## src/sv/bmt_pkg.sv

```systemverilog
// ----------------------------------------------------------------------------
// bmt_pkg
// Shared types and constants for the bounded multiset table: operation and
// status codes, field widths, and the command and status groups that join
// the controller to the datapath.
// ----------------------------------------------------------------------------
package bmt_pkg;

  // Fixed widths of the item fields.
  localparam int FUNC_W    = 2;
  localparam int VALUE_W   = 32;
  localparam int STATUS_W  = 2;
  localparam int AMOUNT_W  = 7;
  localparam int ENTRIES_W = 7;

  // Operation carried by an input item.
  typedef enum logic [FUNC_W-1:0] {
    FN_INSERT     = 2'd0,
    FN_REMOVE_ONE = 2'd1,
    FN_REMOVE_ALL = 2'd2,
    FN_COUNT      = 2'd3
  } func_e_t;

  // Outcome reported with each result item.
  typedef enum logic [STATUS_W-1:0] {
    ST_OK        = 2'd0,
    ST_NOT_FOUND = 2'd1,
    ST_FULL      = 2'd2
  } status_e_t;

  // Commands from the controller to the datapath.
  typedef struct packed {
    logic load;      // capture the accepted item, clear scan index and tally
    logic insert;    // append the value unless the store is full
    logic rd_idx;    // read the entry at the scan index
    logic advance;   // tally a match, step the index, prefetch the next entry
    logic end_scan;  // scan ran off the end: settle the status
    logic take;      // match found: shrink the store and read the last entry
    logic move;      // write the last entry into the freed slot
    logic emit;      // load the result register
  } ctrl_cmd_t;

  // Status from the datapath to the controller.
  typedef struct packed {
    func_e_t func;        // operation of the item in work
    logic    idx_lt_fill; // scan index is below the fill count
    logic    next_lt_fill;// index plus one is below the fill count
    logic    match;       // read data equals the item's value
    logic    out_free;    // result register can take a new item
  } dp_stat_t;

endpackage

```

## src/sv/bmt_in_if.sv

```systemverilog
// ----------------------------------------------------------------------------
// bmt_in_if
// Input channel: valid/ready handshake carrying an operation and a value.
// ----------------------------------------------------------------------------
interface bmt_in_if;
  logic                                 valid;
  logic                                 ready;
  bmt_pkg::func_e_t                     func;
  logic signed [bmt_pkg::VALUE_W-1:0]   value;

  modport source (output valid, output func, output value, input ready);
  modport sink   (input valid, input func, input value, output ready);
endinterface

```

## src/sv/bmt_out_if.sv

```systemverilog
// ----------------------------------------------------------------------------
// bmt_out_if
// Result channel: valid/ready handshake carrying status, amount and entries.
// ----------------------------------------------------------------------------
interface bmt_out_if;
  logic                               valid;
  logic                               ready;
  bmt_pkg::status_e_t                 status;
  logic [bmt_pkg::AMOUNT_W-1:0]       amount;
  logic [bmt_pkg::ENTRIES_W-1:0]      entries;

  modport source (output valid, output status, output amount, output entries, input ready);
  modport sink   (input valid, input status, input amount, input entries, output ready);
endinterface

```

## src/sv/bmt_ram.sv

```systemverilog
// ----------------------------------------------------------------------------
// bmt_ram
// Generic single-write, single-read RAM with a registered read port.
// ----------------------------------------------------------------------------
module bmt_ram #(
  parameter  int WIDTH = 32,
  parameter  int DEPTH = 64,
  localparam int AW    = (DEPTH > 1) ? $clog2(DEPTH) : 1
) (
  input  logic             clk,
  input  logic             we,
  input  logic [AW-1:0]    waddr,
  input  logic [WIDTH-1:0] wdata,
  input  logic             re,
  input  logic [AW-1:0]    raddr,
  output logic [WIDTH-1:0] rdata
);

  logic [WIDTH-1:0] mem [DEPTH];
  logic [WIDTH-1:0] rdata_r;

  // Write port.
  always_ff @(posedge clk) begin
    if (we) begin
      mem[waddr] <= wdata;
    end
  end

  // Registered read port; data holds until the next read.
  always_ff @(posedge clk) begin
    if (re) begin
      rdata_r <= mem[raddr];
    end
  end

  assign rdata = rdata_r;

endmodule

```

## src/sv/bmt_dp.sv

```systemverilog
// ----------------------------------------------------------------------------
// bmt_dp
// Datapath: item registers, fill count, scan index, tally, the store RAM
// and the result register.
// ----------------------------------------------------------------------------
module bmt_dp #(
  parameter int CAPACITY = 64
) (
  input  logic                                clk,
  input  logic                                rst_n,
  input  bmt_pkg::ctrl_cmd_t                  cmd,
  output bmt_pkg::dp_stat_t                   stat,
  input  bmt_pkg::func_e_t                    in_func,
  input  logic signed [bmt_pkg::VALUE_W-1:0]  in_value,
  output logic                                out_valid,
  input  logic                                out_ready,
  output bmt_pkg::status_e_t                  out_status,
  output logic [bmt_pkg::AMOUNT_W-1:0]        out_amount,
  output logic [bmt_pkg::ENTRIES_W-1:0]       out_entries
);
  import bmt_pkg::*;

  localparam int AW = (CAPACITY > 1) ? $clog2(CAPACITY) : 1;
  localparam int CW = $clog2(CAPACITY + 1);

  logic [CW-1:0]             fill_r, fill_nxt;
  logic [CW-1:0]             idx_r, idx_nxt;
  logic [CW-1:0]             amount_r, amount_nxt;
  func_e_t                   func_r;
  logic signed [VALUE_W-1:0] value_r;
  status_e_t                 status_r, status_nxt;
  logic                      out_valid_r;
  status_e_t                 out_status_r;
  logic [AMOUNT_W-1:0]       out_amount_r;
  logic [ENTRIES_W-1:0]      out_entries_r;

  logic [CW-1:0]      idx_inc;
  logic [CW-1:0]      fill_last;
  logic               full;
  logic               match;
  logic               ram_we, ram_re;
  logic [AW-1:0]      ram_waddr, ram_raddr;
  logic [VALUE_W-1:0] ram_wdata, ram_rdata;

  assign idx_inc   = idx_r + 1'b1;
  assign fill_last = fill_r - 1'b1;
  assign full      = (fill_r == CW'(CAPACITY));
  assign match     = (ram_rdata == $unsigned(value_r));

  // Status towards the controller.
  always_comb begin
    stat.func         = func_r;
    stat.idx_lt_fill  = (idx_r < fill_r);
    stat.next_lt_fill = (idx_inc < fill_r);
    stat.match        = match;
    stat.out_free     = !out_valid_r || out_ready;
  end

  // Store access: appends and slot refills write, scans and the last entry read.
  assign ram_we    = (cmd.insert && !full) || cmd.move;
  assign ram_waddr = cmd.move ? idx_r[AW-1:0] : fill_r[AW-1:0];
  assign ram_wdata = cmd.move ? ram_rdata : $unsigned(value_r);
  assign ram_re    = cmd.rd_idx || cmd.take || (cmd.advance && stat.next_lt_fill);

  always_comb begin
    if (cmd.take) begin
      ram_raddr = fill_last[AW-1:0];
    end else if (cmd.advance) begin
      ram_raddr = idx_inc[AW-1:0];
    end else begin
      ram_raddr = idx_r[AW-1:0];
    end
  end

  bmt_ram #(
    .WIDTH (VALUE_W),
    .DEPTH (CAPACITY)
  ) u_store (
    .clk   (clk),
    .we    (ram_we),
    .waddr (ram_waddr),
    .wdata (ram_wdata),
    .re    (ram_re),
    .raddr (ram_raddr),
    .rdata (ram_rdata)
  );

  // Next values of fill count, index, tally and status.
  always_comb begin
    fill_nxt   = fill_r;
    idx_nxt    = idx_r;
    amount_nxt = amount_r;
    status_nxt = status_r;
    if (cmd.load) begin
      idx_nxt    = '0;
      amount_nxt = '0;
      status_nxt = ST_OK;
    end
    if (cmd.insert) begin
      if (full) begin
        status_nxt = ST_FULL;
      end else begin
        fill_nxt = fill_r + 1'b1;
      end
    end
    if (cmd.advance) begin
      idx_nxt    = idx_inc;
      amount_nxt = amount_r + CW'(match);
    end
    if (cmd.take) begin
      fill_nxt   = fill_last;
      amount_nxt = amount_r + 1'b1;
    end
    if (cmd.end_scan) begin
      status_nxt = (func_r == FN_REMOVE_ONE) ? ST_NOT_FOUND : ST_OK;
    end
  end

  // Control registers.
  always_ff @(posedge clk) begin
    if (!rst_n) begin
      fill_r      <= '0;
      out_valid_r <= 1'b0;
    end else begin
      fill_r <= fill_nxt;
      if (cmd.emit) begin
        out_valid_r <= 1'b1;
      end else if (out_ready) begin
        out_valid_r <= 1'b0;
      end
    end
  end

  // Item and working registers.
  always_ff @(posedge clk) begin
    idx_r    <= idx_nxt;
    amount_r <= amount_nxt;
    status_r <= status_nxt;
    if (cmd.load) begin
      func_r  <= in_func;
      value_r <= in_value;
    end
  end

  // Result register; only remove-all and count report a tally.
  always_ff @(posedge clk) begin
    if (cmd.emit) begin
      out_status_r  <= status_r;
      out_amount_r  <= (func_r inside {FN_REMOVE_ALL, FN_COUNT}) ?
                       AMOUNT_W'(amount_r) : '0;
      out_entries_r <= ENTRIES_W'(fill_r);
    end
  end

  assign out_valid   = out_valid_r;
  assign out_status  = out_status_r;
  assign out_amount  = out_amount_r;
  assign out_entries = out_entries_r;

endmodule

```

## src/sv/bmt_ctrl.sv

```systemverilog
// ----------------------------------------------------------------------------
// bmt_ctrl
// Controller: sequences insert, scan, swap-remove and result hand-off.
// ----------------------------------------------------------------------------
module bmt_ctrl (
  input  logic               clk,
  input  logic               rst_n,
  input  logic               in_valid,
  output logic               in_ready,
  input  bmt_pkg::func_e_t   in_func,
  input  bmt_pkg::dp_stat_t  stat,
  output bmt_pkg::ctrl_cmd_t cmd
);
  import bmt_pkg::*;

  typedef enum logic [5:0] {
    S_IDLE = 6'b000001,
    S_INS  = 6'b000010,
    S_RD   = 6'b000100,
    S_CHK  = 6'b001000,
    S_MOVE = 6'b010000,
    S_DONE = 6'b100000
  } state_t;

  state_t state_r, state_nxt;
  logic   is_remove;

  assign is_remove = (stat.func == FN_REMOVE_ONE) || (stat.func == FN_REMOVE_ALL);
  assign in_ready  = (state_r == S_IDLE);

  // Next state and commands.
  always_comb begin
    state_nxt = state_r;
    cmd       = '0;
    case (state_r)
      S_IDLE: begin
        if (in_valid) begin
          cmd.load  = 1'b1;
          state_nxt = (in_func == FN_INSERT) ? S_INS : S_RD;
        end
      end
      S_INS: begin
        cmd.insert = 1'b1;
        state_nxt  = S_DONE;
      end
      S_RD: begin
        if (stat.idx_lt_fill) begin
          cmd.rd_idx = 1'b1;
          state_nxt  = S_CHK;
        end else begin
          cmd.end_scan = 1'b1;
          state_nxt    = S_DONE;
        end
      end
      S_CHK: begin
        if (stat.match && is_remove) begin
          cmd.take  = 1'b1;
          state_nxt = S_MOVE;
        end else begin
          cmd.advance = 1'b1;
          if (!stat.next_lt_fill) begin
            cmd.end_scan = 1'b1;
            state_nxt    = S_DONE;
          end
        end
      end
      S_MOVE: begin
        // The moved entry lands in the checked slot; for remove-all it is checked again.
        cmd.move  = 1'b1;
        state_nxt = (stat.func == FN_REMOVE_ONE) ? S_DONE : S_RD;
      end
      S_DONE: begin
        if (stat.out_free) begin
          cmd.emit  = 1'b1;
          state_nxt = S_IDLE;
        end
      end
      default: begin
        state_nxt = S_IDLE;
      end
    endcase
  end

  // State register.
  always_ff @(posedge clk) begin
    if (!rst_n) begin
      state_r <= S_IDLE;
    end else begin
      state_r <= state_nxt;
    end
  end

endmodule

```

## src/sv/bounded_multiset_table_top.sv

```systemverilog
// ----------------------------------------------------------------------------
// One item is in work at a time: a new item is accepted only after the result of
// the last one is loaded into the result register, which waits while an earlier
// result has not been taken. Reset clears the fill count and the control state;
// the store is not cleared.
// ----------------------------------------------------------------------------
// bounded_multiset_table_top
// Fixed-capacity unordered multiset of 32-bit values with insert, remove-one,
// remove-all and count operations, one result per item.
// ----------------------------------------------------------------------------
module bounded_multiset_table_top #(
  parameter int CAPACITY = 64
) (
  input logic      clk,
  input logic      rst_n,
  bmt_in_if.sink   in_ch,
  bmt_out_if.source out_ch
);
  import bmt_pkg::*;

  ctrl_cmd_t cmd;
  dp_stat_t  stat;

  bmt_ctrl u_ctrl (
    .clk      (clk),
    .rst_n    (rst_n),
    .in_valid (in_ch.valid),
    .in_ready (in_ch.ready),
    .in_func  (in_ch.func),
    .stat     (stat),
    .cmd      (cmd)
  );

  bmt_dp #(
    .CAPACITY (CAPACITY)
  ) u_dp (
    .clk         (clk),
    .rst_n       (rst_n),
    .cmd         (cmd),
    .stat        (stat),
    .in_func     (in_ch.func),
    .in_value    (in_ch.value),
    .out_valid   (out_ch.valid),
    .out_ready   (out_ch.ready),
    .out_status  (out_ch.status),
    .out_amount  (out_ch.amount),
    .out_entries (out_ch.entries)
  );

  // Only one item is in work: an accepted item closes the input at once.
  a_one_in_work: assert property (@(posedge clk) disable iff (!rst_n)
    (in_ch.valid && in_ch.ready) |=> !in_ch.ready)
    else $error("input accepted while an item is in work");

  // A swap-remove only follows a matching read.
  a_take_on_match: assert property (@(posedge clk) disable iff (!rst_n)
    cmd.take |-> stat.match)
    else $error("swap-remove without a match");

  // A result is loaded only when the result register is free.
  a_emit_free: assert property (@(posedge clk) disable iff (!rst_n)
    cmd.emit |-> stat.out_free)
    else $error("result register overwritten");

  // Datapath commands other than the scan end are mutually exclusive.
  a_cmd_excl: assert property (@(posedge clk) disable iff (!rst_n)
    $onehot0({cmd.load, cmd.insert, cmd.rd_idx, cmd.advance, cmd.take, cmd.move, cmd.emit}))
    else $error("conflicting datapath commands");

endmodule
```

## src/flat_wrapper.sv

```systemverilog
// flat-port wrapper written by rule: the top's interface ports become plain ports
module bounded_multiset_table_top_flat import bmt_pkg::*;
#(
  parameter int CAPACITY = 64
)
  (clk, rst_n, in_ch_valid, in_ch_func, in_ch_value, in_ch_ready, out_ch_valid, out_ch_status, out_ch_amount, out_ch_entries, out_ch_ready);
  bmt_in_if in_ch_i ();
  bmt_out_if out_ch_i ();
  input logic clk;
  input logic rst_n;
  input wire logic [$bits(in_ch_i.valid)-1:0] in_ch_valid;
  input wire logic [$bits(in_ch_i.func)-1:0] in_ch_func;
  input wire logic [$bits(in_ch_i.value)-1:0] in_ch_value;
  output wire logic [$bits(in_ch_i.ready)-1:0] in_ch_ready;
  output wire logic [$bits(out_ch_i.valid)-1:0] out_ch_valid;
  output wire logic [$bits(out_ch_i.status)-1:0] out_ch_status;
  output wire logic [$bits(out_ch_i.amount)-1:0] out_ch_amount;
  output wire logic [$bits(out_ch_i.entries)-1:0] out_ch_entries;
  input wire logic [$bits(out_ch_i.ready)-1:0] out_ch_ready;
  assign in_ch_i.valid = in_ch_valid;
  assign in_ch_i.func = in_ch_func;
  assign in_ch_i.value = in_ch_value;
  assign in_ch_ready = in_ch_i.ready;
  assign out_ch_valid = out_ch_i.valid;
  assign out_ch_status = out_ch_i.status;
  assign out_ch_amount = out_ch_i.amount;
  assign out_ch_entries = out_ch_i.entries;
  assign out_ch_i.ready = out_ch_ready;
  bounded_multiset_table_top #(.CAPACITY(CAPACITY)) u_core (.clk(clk), .rst_n(rst_n), .in_ch(in_ch_i), .out_ch(out_ch_i));
endmodule
```

## config.mk

```make
export PLATFORM = sky130hd
export DESIGN_NAME = bounded_multiset_table_top_flat
export DESIGN_NICKNAME = d
export VERILOG_FILES = /design/src/sv/bmt_pkg.sv /design/src/sv/bmt_in_if.sv /design/src/sv/bmt_out_if.sv /design/src/sv/bmt_ram.sv /design/src/sv/bmt_dp.sv /design/src/sv/bmt_ctrl.sv /design/src/sv/bounded_multiset_table_top.sv /design/src/flat_wrapper.sv
export SDC_FILE = /design/constraint.sdc
export NUM_CORES = 2
export LEC_CHECK = 0
export BUFFER_PORTS_ARGS = -buffer_cell sky130_fd_sc_hd__buf_2
export CORE_AREA = 10 10 500 502
export DETAILED_ROUTE_END_ITERATION = 10
export DIE_AREA = 0 0 510 512
export HOLD_SLACK_MARGIN = 0.1
export SLEW_MARGIN = 30
export SYNTH_ARGS = -nofsm -noshare
export SYNTH_HDL_FRONTEND = slang
export SYNTH_SLANG_ARGS = --single-unit
```

## constraint.sdc

```tcl
create_clock -name clk -period 9.5 [get_ports clk]
set_clock_uncertainty 0.05 [all_clocks]
set_input_delay 1.9 -clock clk [delete_from_list [all_inputs] [get_ports clk]]
set_output_delay 1.9 -clock clk [all_outputs]
set_load 0.05 [all_outputs]
```

==> impl_metrics.toml <==
[outcome]
outcome = "complete, no violations"

[final_layout]
finalNonFillerCells = 8936
layout.nets = 5645
fillers = 21847
seqCellArea_sq_um = 64700
drive_gt1_share_pct = 12.0
design_area_sq_um = 95500
syn2layout_area_growth_pct = 14.1
multi_input_area_sq_um = 18300

[worst_setup_path]
rr_startpoint = "u_core.u_dp.value_r[0]"
worstSetupPathType = "register to register"
r2r_setup_slack_ns = 2.60
critPathRequiredTime_ns = 10.02
rr_worst_depth = 12
cpLargestDelayFamily = "simple AND/OR/NAND/NOR gates"
cp-end-kind = "register"
crit_path_max_incr_delay_ns = 0.89
crit_path_cell_trace = "xor2_1 > nor4_1 > nand4_1 > o31ai_4 > and2_4 > buf_4 > or2_4 > buf_4 > a21oi_1 > a311o_1 > a211oi_1 > nor4_1"
rr_endpoint = "u_core.u_dp.u_store.rdata[28]"
arrival_ns = 7.42
cp_max_fo = 49
crit_start = "u_core.u_dp.value_r[0]"
cpMaxStageDelayCell = "nor4_1"
crit_buf_inv = 2
crit_end = "u_core.u_dp.u_store.rdata[28]"
crit_cells = 12
cp-start-kind = "register"

[pwr]
p_sw_mw = 4.65
combPwrFrac_pct = 6.8
seq_power_share_pct = 52.4
pwr-share-clk_pct = 40.8
ir_drop_uv = 216
intPower_mw = 15.6
p_leak_nw = 30.8
p_sw_share_pct = 23.0
power.density_nw_per_um2 = 212

[sta]
fmax_ghz = 0.145
tightest_slew_ns = 1.09
post-route-period-util_pct = 72.6
hold_ws_ns = 0.382
rsz0062_at_grt = "no"
layout_min_cycle_time_ns = 6.90
finalSetupViolCount = 0
setup_tns_ns = 0
maxSlewViolCount = 0
maxSlewHeadroom_pct = 26.7
hold_viol_final = 0

[synthesis]
syn_nets = 5562
ys_top_cells_by_count = "edfxtp_1 (2144), nand2_1 (839), o22ai_1 (309)"
synth_area_sq_um = 83700
ys_types = 78
synth-edff-count = 2144
synth-async-reset-ratio_pct = 0
synth_top_area_cell = "edfxtp_1"
yosys_register_bits = 2160
synthCells = 5502
yosysSeqAreaShare_pct = 77.3
ys_top_cells_by_area = "edfxtp_1 (77%), nand2_1 (3.8%), mux2i_1 (2.5%), o22ai_1 (2.3%), o221ai_1 (1.2%)"
ys_warn_count = 0
yosys.cell_count.top_type = "edfxtp_1"
synth_top_area_share_pct = 76.9
synth_top_flop_cell = "edfxtp_1"
synth_area_per_cell_sq_um = 15.2

[drt]
drc_errors = 0
vias_per_cell = 5.83
num_vias = 52093
first_pass_iters = 6
drt_iter0_drc = 7651
routed_wirelength_microns = 271000
postRouteAntennaNets = 0
wl_per_cell_microns = 30.3

[clock_tree]
cts-htree-levels = 4
cts-resized-gates = 0
cts_tree = "built"
cts_hold_buf = 0
cts-buffers-inserted = 209
clk_pin_slew_ns = 0.06
clock-sinks = 2160
post-cts-setup-buffers = 0
cts_root_buffer = "clkbuf_16"
cts_buffer_depth = 3
clock_latency_ns = 0.88

[place]
dp_hpwl_microns = 152000
place.gp.congestion = 0.881
dp_cells = 8558
port_buffers = 55
place_area_sq_um = 88700

[worst_hold_path]
min_path_type = "register to register"

[run]
drv_cap = 0

[floorplan]
core-area_sq_um = 240000
die_h_microns = 512
initial_core_util_pct = 34.9
fp.dieW_microns = 510
die_area_sq_um = 261000
num_io_pins = 56
fp-row-count = 180

[global_routing]
grt_max_degree = 135
grt_pass1_wl_microns = 380000
antenna_found_initial = 17
grt_pass1_vias = 50068
grt_usage_pct = 20.0
overflow = 0
## cell type report
type,instances,area share [%]
antenna,1,0.00262
clock buffer,265,5.76
clock inverter,111,1.28
inverter,16,0.0655
multi-input combinational,2966,19.1
sequential,2160,67.8
tap,3185,4.17
timing repair buffer,232,1.82
## worst min-delay path by stage
stage,end,cells after the start,start
global placement,u_core.u_dp.out_status[0],0,u_core.u_dp.status_r[0]
finish,u_core.u_dp.out_status[0],0,u_core.u_dp.status_r[0]
global route,u_core.u_dp.out_status[0],0,u_core.u_dp.status_r[0]
detailed placement,u_core.u_dp.out_status[0],0,u_core.u_dp.status_r[0]
CTS,u_core.u_dp.out_status[0],0,u_core.u_dp.status_r[0]
floorplan,u_core.u_dp.out_status[0],0,u_core.u_dp.status_r[0]
## flip-flops by register name (all words and copies together), names as in the netlist
name	cells
u_core.u_dp.out_valid	1
u_core.u_dp.func_r	2
u_core.u_dp.idx_r	7
u_core.u_dp.amount_r	7
u_core.u_dp.status_r	2
u_core.u_dp.u_store.rdata	32
u_core.u_ctrl.state_r	6
u_core.u_dp.value_r	32
u_core.u_dp.fill_r	7
u_core.u_dp.out_status	2
u_core.u_dp.u_store.mem	2048
u_core.u_dp.out_amount	7
u_core.u_dp.out_entries	7
## per-layer routing
metal | wire length (microns) | share of wire (%) | GRT usage, %
met3 | 30400 | 11 | 5.01
met1 | 105000 | 39 | 26.7
met2 | 125000 | 46 | 31.4
met5 | 78 | 0.029 | 0
met4 | 10300 | 3.8 | 7.34
## power by group through the flow
stage	Combinational, mW	Sequential (mW)	Clock (mW)
after global placement	1.32	10.8	0
final	1.38	10.6	8.25
after floorplan	0.744	10.8	0
after CTS	1.35	10.6	8.34
after global routing	1.45	10.6	8.70
after detailed placement	1.35	10.8	0
## stage by stage
stage	setup slack, ns	power (mW)	util, %
2_1_floorplan	6.01	11.5	-
3_3_place_gp	2.63	12.1	37.0
3_5_place_dp	2.91	12.1	37.0
4_1_cts	2.82	20.3	39.8
5_1_grt	2.55	20.7	39.9
6_report	2.60	20.2	39.9
## worst reg2reg max path, stage by stage (launching register included)
cell and delay [ns]:
edfxtp_1 0.41, xor2_1 0.23, nor4_1 0.89, nand4_1 0.78
o31ai_4 0.73, and2_4 0.29, buf_4 0.57, or2_4 0.66
buf_4 0.51, a21oi_1 0.12, a311o_1 0.44, a211oi_1 0.83
nor4_1 0.10
## kinds of logic (layout without fill, tap and decap cells)
family / Yosys count / in the layout / synth area share, %
xor+xnor: 49 / 49 / 0.513
mux: 210 / 210 / 2.51
simple gates: 1631 / 1631 / 8.64
other cells: 0 / 1 / 0
fa+ha+maj: 22 / 22 / 0.329
flops: 2160 / 2160 / 77.3
compound gates: 1054 / 1054 / 8.75
buf+inv: 376 / 624 / 1.94
## layout by cell type (no fill, tap or decap), types with 11 or more instances in the layout
cell type,count
nor4_2,14
o221ai_1,118
nor3_1,57
nand2_1,802
nand3_1,170
clkinv_2,32
clkinv_1,38
a31oi_1,87
o21ai_0,108
nand4_1,22
clkbuf_16,212
buf_4,164
and3_1,77
a311oi_1,55
o22a_1,23
nand2_2,26
o311a_1,15
o21a_1,11
buf_12,11
xor2_1,39
a21oi_1,130
mux2i_1,209
nor2_4,64
ha_1,22
a32oi_1,17
clkbuf_1,53
nor4_1,62
o221a_2,17
o22ai_1,309
dfxtp_1,16
buf_2,56
or4_1,14
or3_1,45
edfxtp_1,2144
a211oi_1,56
bufinv_16,21
inv_1,15
nand2_4,11
a311o_1,18
nor2_1,201
No activity file was read; power rests on OpenSTA's default activity.
